[src/design/codel_pkg.sv]
`default_nettype none

package codel_pkg;

  localparam int CFG_IDX_W  = 2;
  localparam int REG_W      = 16;
  localparam int BYTES_W    = 24;
  localparam int CNT_W      = 16;
  localparam int SQ_W       = 32;
  localparam int ROOT_W     = 16;
  localparam int REM_W      = ROOT_W + 1;
  localparam int SU_W       = ROOT_W + 2;
  localparam int DIV_STEPS  = SQ_W;
  localparam int SQRT_STEPS = SQ_W / 2;
  localparam int ITER_W     = $clog2(DIV_STEPS);

  localparam logic [CFG_IDX_W-1:0] REG_TARGET_DELAY     = 2'd0;
  localparam logic [CFG_IDX_W-1:0] REG_DROP_INTERVAL    = 2'd1;
  localparam logic [CFG_IDX_W-1:0] REG_ONE_PACKET_BYTES = 2'd2;

  localparam logic [REG_W-1:0] TARGET_DELAY_RST     = 16'd5;
  localparam logic [REG_W-1:0] DROP_INTERVAL_RST    = 16'd100;
  localparam logic [REG_W-1:0] ONE_PACKET_BYTES_RST = 16'd1504;

  localparam logic [CNT_W-1:0] CNT_MAX = {CNT_W{1'b1}};

  typedef enum logic [1:0] {
    PH_FIRST = 2'd0,
    PH_LOOP  = 2'd1,
    PH_ENTRY = 2'd2
  } phase_t;

  typedef enum logic [2:0] {
    S_IDLE,
    S_PREP,
    S_JUDGE,
    S_DIV,
    S_SQRT,
    S_ADD,
    S_FIN
  } state_t;

endpackage

`default_nettype wire

[src/design/codel_drop_controller.sv]
// CoDel drop controller, decision path only.
// Input channel (in_valid/in_ready): one beat per head packet removed from the queue,
// carrying start_of_call, current_time, arrival_stamp, queue_empty_after and bytes_after.
// Output channel (out_valid/out_ready): one beat per input beat with drop and
// fetch_another, which are equal; a dropped packet always asks for another fetch.
// Configuration channel (cfg_valid/cfg_ready): index 0 target_delay, 1 drop_interval,
// 2 one_packet_bytes; writes are always taken, other indexes are ignored.
// A packet that needs no new drop time passes the prep and judge steps to the final step.
// A packet that needs one (entering dropping mode, or a further drop decision inside
// a call) also passes the divide, square root and add steps: a shared 18-bit subtract
// and compare unit runs 32 restoring divide steps for interval squared over the drop
// count and then 16 square root steps, one step per cycle. The block takes one packet
// at a time; it is ready again as soon as the result is registered. A finished result
// waits in the output register while the next packet is accepted; if the receiver
// stalls, the following result holds in the last step until the output register is
// free. Reset loads the register defaults (5, 100, 1504), clears all controller state
// and leaves the block ready.
`default_nettype none

module codel_drop_controller #(
  parameter int TIME_BITS = 48
) (
  input  logic                             clk,
  input  logic                             rst,
  input  logic                             cfg_valid,
  output logic                             cfg_ready,
  input  logic [codel_pkg::CFG_IDX_W-1:0] cfg_index,
  input  logic [codel_pkg::REG_W-1:0]     cfg_data,
  input  logic                             in_valid,
  output logic                             in_ready,
  input  logic                             start_of_call,
  input  logic [TIME_BITS-1:0]             current_time,
  input  logic [TIME_BITS-1:0]             arrival_stamp,
  input  logic                             queue_empty_after,
  input  logic [codel_pkg::BYTES_W-1:0]   bytes_after,
  output logic                             out_valid,
  input  logic                             out_ready,
  output logic                             drop,
  output logic                             fetch_another
);
  import codel_pkg::*;

  state_t state, state_next;

  logic [REG_W-1:0] target_delay, drop_interval, one_packet_bytes;

  logic [TIME_BITS-1:0] first_above, next_drop_time;
  logic [CNT_W-1:0]     drop_count, last_drop_count;
  logic                 in_dropping;
  phase_t               call_phase;

  logic [TIME_BITS-1:0] now_r, arr_r, sojourn;
  logic                 empty_r;
  logic [BYTES_W-1:0]   bytes_r;
  phase_t               phase_r;
  logic [SQ_W-1:0]      sq;
  logic                 drop_r, base_now, via_div;
  logic [CNT_W-1:0]     divisor;
  logic [SQ_W-1:0]      quo;
  logic [REM_W-1:0]     rem;
  logic [ROOT_W-1:0]    root;
  logic [ITER_W-1:0]    iter;

  logic                 quiet, fa_unset, ok, need_div, fin_go, drop_fin;
  logic [CNT_W-1:0]     delta, entry_count;
  logic [TIME_BITS-1:0] since;

  logic [SU_W-1:0]      su_a, su_b, su_diff;
  logic                 su_borrow, su_ge;

  assign cfg_ready = 1'b1;

  always_ff @(posedge clk) begin
    if (rst) begin
      target_delay     <= TARGET_DELAY_RST;
      drop_interval    <= DROP_INTERVAL_RST;
      one_packet_bytes <= ONE_PACKET_BYTES_RST;
    end else if (cfg_valid && cfg_ready) begin
      case (cfg_index)
        REG_TARGET_DELAY:     target_delay     <= cfg_data;
        REG_DROP_INTERVAL:    drop_interval    <= cfg_data;
        REG_ONE_PACKET_BYTES: one_packet_bytes <= cfg_data;
        default: ;
      endcase
    end
  end

  // Decision terms, valid while the judge step runs on the latched packet.
  assign quiet = empty_r || (sojourn < TIME_BITS'(target_delay)) ||
                 (bytes_r <= BYTES_W'(one_packet_bytes));
  assign fa_unset = (first_above == '0);
  assign ok = !quiet && !fa_unset && (now_r >= first_above);
  assign delta = drop_count - last_drop_count;
  assign since = now_r - next_drop_time;
  assign entry_count = (delta > CNT_W'(1) &&
                        since < TIME_BITS'({drop_interval, 4'b0000})) ? delta : CNT_W'(1);
  assign need_div = (phase_r == PH_ENTRY) || (phase_r == PH_LOOP && ok);

  assign fin_go = (state == S_FIN) && (!out_valid || out_ready);
  assign drop_fin = (via_div && phase_r == PH_LOOP) ?
                    (in_dropping && now_r >= next_drop_time) : drop_r;

  // Shared subtract and compare unit for the divide and square root steps.
  always_comb begin
    case (state)
      S_DIV: begin
        su_a = {1'b0, rem[ROOT_W-1:0], quo[SQ_W-1]};
        su_b = SU_W'(divisor);
      end
      S_SQRT: begin
        su_a = {rem[ROOT_W-1:0], quo[SQ_W-1:SQ_W-2]};
        su_b = {root, 2'b01};
      end
      default: begin
        su_a = '0;
        su_b = '0;
      end
    endcase
    {su_borrow, su_diff} = {1'b0, su_a} - {1'b0, su_b};
    su_ge = !su_borrow;
  end

  always_ff @(posedge clk) begin
    if (rst) begin
      state <= S_IDLE;
    end else begin
      state <= state_next;
    end
  end

  always_comb begin
    state_next = state;
    in_ready   = 1'b0;
    case (state)
      S_IDLE: begin
        in_ready = 1'b1;
        if (in_valid) begin
          state_next = S_PREP;
        end
      end
      S_PREP: state_next = S_JUDGE;
      S_JUDGE: state_next = need_div ? S_DIV : S_FIN;
      S_DIV: begin
        if (iter == ITER_W'(DIV_STEPS - 1)) begin
          state_next = S_SQRT;
        end
      end
      S_SQRT: begin
        if (iter == ITER_W'(SQRT_STEPS - 1)) begin
          state_next = S_ADD;
        end
      end
      S_ADD: state_next = S_FIN;
      S_FIN: begin
        if (fin_go) begin
          state_next = S_IDLE;
        end
      end
      default: state_next = S_IDLE;
    endcase
  end

  // Payload and working registers.
  always_ff @(posedge clk) begin
    case (state)
      S_IDLE: begin
        if (in_valid) begin
          now_r   <= current_time;
          arr_r   <= arrival_stamp;
          empty_r <= queue_empty_after;
          bytes_r <= bytes_after;
          phase_r <= start_of_call ? PH_FIRST : call_phase;
        end
      end
      S_PREP: begin
        sojourn <= now_r - arr_r;
        sq      <= SQ_W'(drop_interval) * SQ_W'(drop_interval);
      end
      S_JUDGE: begin
        via_div  <= need_div;
        base_now <= (phase_r == PH_ENTRY);
        quo      <= sq;
        rem      <= '0;
        iter     <= '0;
        divisor  <= (phase_r == PH_ENTRY) ? entry_count :
                    ((drop_count == '0) ? CNT_W'(1) : drop_count);
        case (phase_r)
          PH_ENTRY, PH_LOOP: drop_r <= 1'b0;
          default: begin
            if (in_dropping) begin
              drop_r <= ok && (now_r >= next_drop_time);
            end else begin
              drop_r <= ok;
              if (ok) begin
                phase_r <= PH_ENTRY;
              end
            end
          end
        endcase
      end
      S_DIV: begin
        quo <= {quo[SQ_W-2:0], su_ge};
        if (iter == ITER_W'(DIV_STEPS - 1)) begin
          rem  <= '0;
          root <= '0;
          iter <= '0;
        end else begin
          rem  <= su_ge ? su_diff[REM_W-1:0] : su_a[REM_W-1:0];
          iter <= iter + ITER_W'(1);
        end
      end
      S_SQRT: begin
        quo  <= {quo[SQ_W-3:0], 2'b00};
        root <= {root[ROOT_W-2:0], su_ge};
        rem  <= su_ge ? su_diff[REM_W-1:0] : su_a[REM_W-1:0];
        iter <= iter + ITER_W'(1);
      end
      default: ;
    endcase
  end

  // Controller state.
  always_ff @(posedge clk) begin
    if (rst) begin
      first_above     <= '0;
      next_drop_time  <= '0;
      drop_count      <= '0;
      last_drop_count <= '0;
      in_dropping     <= 1'b0;
      call_phase      <= PH_FIRST;
    end else begin
      case (state)
        S_JUDGE: begin
          if (quiet) begin
            first_above <= '0;
          end else if (fa_unset) begin
            first_above <= now_r + TIME_BITS'(drop_interval);
          end
          case (phase_r)
            PH_ENTRY: begin
              in_dropping     <= 1'b1;
              drop_count      <= entry_count;
              last_drop_count <= entry_count;
            end
            default: begin
              if (!ok) begin
                in_dropping <= 1'b0;
              end
            end
          endcase
        end
        S_ADD: begin
          next_drop_time <= (base_now ? now_r : next_drop_time) + TIME_BITS'(root);
        end
        S_FIN: begin
          if (fin_go) begin
            if (drop_fin && phase_r != PH_ENTRY) begin
              if (drop_count != CNT_MAX) begin
                drop_count <= drop_count + CNT_W'(1);
              end
              call_phase <= PH_LOOP;
            end else if (!drop_fin) begin
              call_phase <= PH_FIRST;
            end else begin
              call_phase <= PH_ENTRY;
            end
          end
        end
        default: ;
      endcase
    end
  end

  always_ff @(posedge clk) begin
    if (rst) begin
      out_valid <= 1'b0;
    end else if (fin_go) begin
      out_valid <= 1'b1;
    end else if (out_ready) begin
      out_valid <= 1'b0;
    end
  end

  always_ff @(posedge clk) begin
    if (fin_go) begin
      drop          <= drop_fin;
      fetch_another <= drop_fin;
    end
  end

  // The count only grows from the value recorded on entry to dropping mode.
  a_count_order: assert property (@(posedge clk) disable iff (rst)
    drop_count >= last_drop_count)
    else $error("drop count fell below the count recorded on entry");

  // A further drop inside a call is only possible while in dropping mode.
  a_loop_dropping: assert property (@(posedge clk) disable iff (rst)
    (state == S_IDLE && call_phase == PH_LOOP) |-> in_dropping)
    else $error("loop phase pending outside dropping mode");

  // The entry drop is only taken when not yet in dropping mode.
  a_entry_idle: assert property (@(posedge clk) disable iff (rst)
    (state == S_IDLE && call_phase == PH_ENTRY) |-> !in_dropping)
    else $error("entry phase pending while already in dropping mode");

  // The divider never starts with a zero divisor.
  a_divisor: assert property (@(posedge clk) disable iff (rst)
    (state == S_DIV) |-> (divisor != '0))
    else $error("control law divide started with a zero count");

endmodule

`default_nettype wire

[config.mk]
export PLATFORM = sky130hd
export DESIGN_NAME = codel_drop_controller
export DESIGN_NICKNAME = d
export VERILOG_FILES = /design/src/design/codel_pkg.sv /design/src/design/codel_drop_controller.sv
export SDC_FILE = /design/constraint.sdc
export NUM_CORES = 2
export LEC_CHECK = 0
export ABC_AREA = 1
export BUFFER_PORTS_ARGS = -buffer_cell sky130_fd_sc_hd__buf_2
export CORE_MARGIN = 10
export CORE_UTILIZATION = 45
export DETAILED_ROUTE_END_ITERATION = 12
export GPL_TIMING_DRIVEN = 0
export PLACE_DENSITY = 0.62
export SYNTH_ARGS = -nofsm -noshare
export SYNTH_HDL_FRONTEND = slang
export SYNTH_SLANG_ARGS = --single-unit
[constraint.sdc]
create_clock -name clk -period 11.9 [get_ports clk]
set_input_delay 1.19 -clock clk [delete_from_list [all_inputs] [get_ports clk]]
set_output_delay 1.19 -clock clk [all_outputs]
set_load 0.02 [all_outputs]
==> flow_summary.ini <==
[run_status]
status = finished clean

[power]
switchingPower_w = 0.004419
sw_frac_of_total_pct = 46.07
p_int_w = 0.005173
ir_worst_vdd_uv = 159.5
pwr-share-comb_pct = 52.0
power.density_mw_per_mm2 = 215.9
pwr-share-clk_pct = 19.9
power.leakage_nw = 21.24
pwr-share-seq_pct = 28.0

[timing]
fin_tns_setup_ns = 0
finalCriticalPeriod_ns = 7.517
max_freq_ghz = 0.1330
skew_ns = 0.05591
slew_headroom_pct = 17.58
worst_pin_slew_ns = 1.236
rsz0062_at_grt = no
slew_viol_final = 0
hold_viol_final = 0
post-route-period-util_pct = 63.16
setup_viol = 0

[critical_path]
max_stage_delay_ns = 0.77
worstPathRequired_ns = 12.26
crit_slowest_cell = clkbuf_1
cp.arrival_ns = 7.88
path_common_cell = fa_1
r2r_cells = 21
worst-path-max-fanout = 10
rrSetupSlack_ns = 4.38
rr_startpoint = drop_interval[11]
cp-start-kind = register
crit_type = register to register
cp_cell_sequence = clkbuf_1, clkbuf_1, nand2_1, fa_1, inv_1, fa_1, fa_1, fa_1, fa_1, inv_1, fa_1, inv_1, ha_1, a21oi_1, o221ai_1, a21oi_1, o21ai_0, a21oi_1, o21ai_0, a21oi_1, xnor2_1
cp-end-kind = register
worst_r2r_endpoint = sq[29]

[yosys]
synth-seq-cells = 474
seq_area_frac_synth_pct = 31.04
synth-edff-count = 291
synthCells = 5268
synthArstFlopShare_pct = 0
yosys_warnings = 0
synth_top_area_cell = edfxtp_1
synth_nets = 5942
synth_cell_types = 63
syn_avg_cell_area_um2 = 7.586
yosysTopAreaCellShare_pct = 21.87
synth_area_leaders = edfxtp_1, ha_1, inv_1, nand2_1, dfxtp_1
netlist_area_mm2 = 0.03996
synthFlopType = edfxtp_1

[min_path]
min_to = target_delay[4]
min_from = target_delay[4]
whs_path_depth = 2
min_path_type = register to register

[clock_tree]
cts-resized-gates = 0
path_clk_slew_ns = 0.06
cts_tree = built
clk_path_buf_depth = 3
cts_buffers = 58
numClockSinks = 474
cts_root_buffer = clkbuf_16
postCtsHoldBufs = 0
h-tree-depth = 2
clk_latency_ns = 0.66
cts_setup_buffers = 0

[global_route]
grt.total_usage_pct = 23.79
grt_max_degree = 37
grt_overflow_total = 0
grt_pass1_vias = 34210
grt_pass1_wl_mm = 190.4
antenna_found_initial = 2

[floorplanning]
coreArea_mm2 = 0.08824
std_cell_rows = 109
pin_count = 150
dieArea_mm2 = 0.1011
die_h_um = 318.0
fp.dieW_um = 318.0
initial_core_util_pct = 45.29

[route]
wire_per_inst_um = 18.49
vias = 35180
drt_drc_violations_left = 0
drt-pass1-iter-count = 8
drt_iter0_drc = 3015
finalWirelength_mm = 123.9
ant_nets = 0
avgViaCountPerCell = 5.252

[layout]
syn2layout_area_growth_pct = 11.16
final_cell_mix = inv_1, nand2_1, nor2_1, a21oi_1, ha_1
layout-drive-gt1-share_pct = 6.722
fillers = 8686
insertedDiodeCount = 0
final_common_cell = inv_1
nNetsFinal = 6158
design_area_mm2 = 0.04442

[run]
cap_violations = 0

[place]
gp_congestion = 0.9974
io_buffers = 148
dp_hpwl_mm = 103.0
dpl_cell_area_mm2 = 0.04232
worst max path at each step:
stage	to	start
floorplan	arr_r[0]	in_valid
global placement	arr_r[45]	in_valid
detailed placement	sq[29]	drop_interval[11]
CTS	sq[29]	drop_interval[11]
global route	sq[29]	drop_interval[11]
finish	sq[29]	drop_interval[11]
power by group through the flow:
stage / registers [W] / clock network [W] / logic (W)
4_1_cts: 0.00268 / 0.00194 / 0.00495
6_report: 0.00269 / 0.00191 / 0.00499
2_1_floorplan: 0.00260 / 0 / 0.00360
5_1_grt: 0.00272 / 0.00201 / 0.00562
3_3_place_gp: 0.00278 / 0 / 0.00482
3_5_place_dp: 0.00271 / 0 / 0.00492
metrics by stage:
step	setup slack (ns)	hold WS (ns)	instances	utilization (%)	power, W
after floorplan	5.065	0.4348	5268	-	0.006201
after global placement	2.173	0.4535	6581	47.78	0.007598
after detailed placement	4.417	0.4545	6589	47.96	0.007630
after CTS	4.359	0.4626	6699	50.34	0.009569
after global routing	3.953	0.4884	6699	50.34	0.01035
final	4.383	0.4596	6699	50.34	0.009593
area by class of cell:
cell class	instances	area, um^2	share of cell area, %
Buffer	128	518.0	1.166
Clock buffer	76	1612	3.628
Clock inverter	34	488.0	1.098
Inverter	1090	4091	9.210
Multi-Input combinational cell	3576	22970	51.71
Sequential cell	474	12400	27.92
Tap cell	1165	1458	3.281
Timing Repair Buffer	156	883.3	1.989
synthesized netlist by cell type (all sizes together) (6+ instances only):
master / number
nand3: 188
o211ai: 37
o21a: 19
clkbuf: 110
xor2: 121
edfxtp: 291
a31oi: 28
a21oi: 420
dfxtp: 183
or2: 15
o21ai: 310
nor3: 68
nand2: 1079
o221ai: 35
o31ai: 10
ha: 360
o21bai: 16
nor4: 38
nor2: 439
nand4: 83
xnor2: 62
o2111ai: 6
fa: 169
buf: 18
inv: 1086
a21boi: 6
o22ai: 21
a21o: 10
logic make-up (layout without fill, tap and decap cells):
logic type	Yosys count	in the layout	share of synthesized area, %
buf+inv	1218	1484	11.53
flops	474	474	31.04
xor+xnor	183	183	4.011
fa+ha+maj	529	529	19.74
compound gates	937	937	13.25
simple gates	1926	1926	20.42
other cells	1	1	0.009384
routing by layer:
metal | part of all wire (%) | track usage [%] | vias to the layer above
li1 | - | - | 17530
met1 | 45 | 32.66 | 16330
met2 | 44 | 37.92 | 1116
met3 | 7.3 | 3.795 | 199
met4 | 3.3 | 7.504 | 2
met5 | 0.0097 | 0 | -
worst max-delay path: cells and delay by family (launching register included):
| family | cells | cell delay [ns] |
|---|---|---|
| AOI/OAI and AO/OA | 7 | 1.61 |
| xor gates and xnor gates | 1 | 0.08 |
| adders and majority gates | 7 | 3.55 |
| buffers and inverters | 5 | 1.41 |
| DFF | 1 | 0.43 |
| and+or+nand+nor | 1 | 0.17 |
registers in the layout (all words and copies together), names as in the netlist, 2 cells and up:
register,count
iter,5
divisor,16
drop_interval,16
last_drop_count,16
target_delay,16
sojourn,48
root,16
bytes_r,24
drop_count,16
now_r,48
call_phase,2
arr_r,48
quo,32
state,3
first_above,48
next_drop_time,48
rem,16
one_packet_bytes,16
phase_r,2
sq,31
Note: power is estimated with default switching activity, not from simulation.
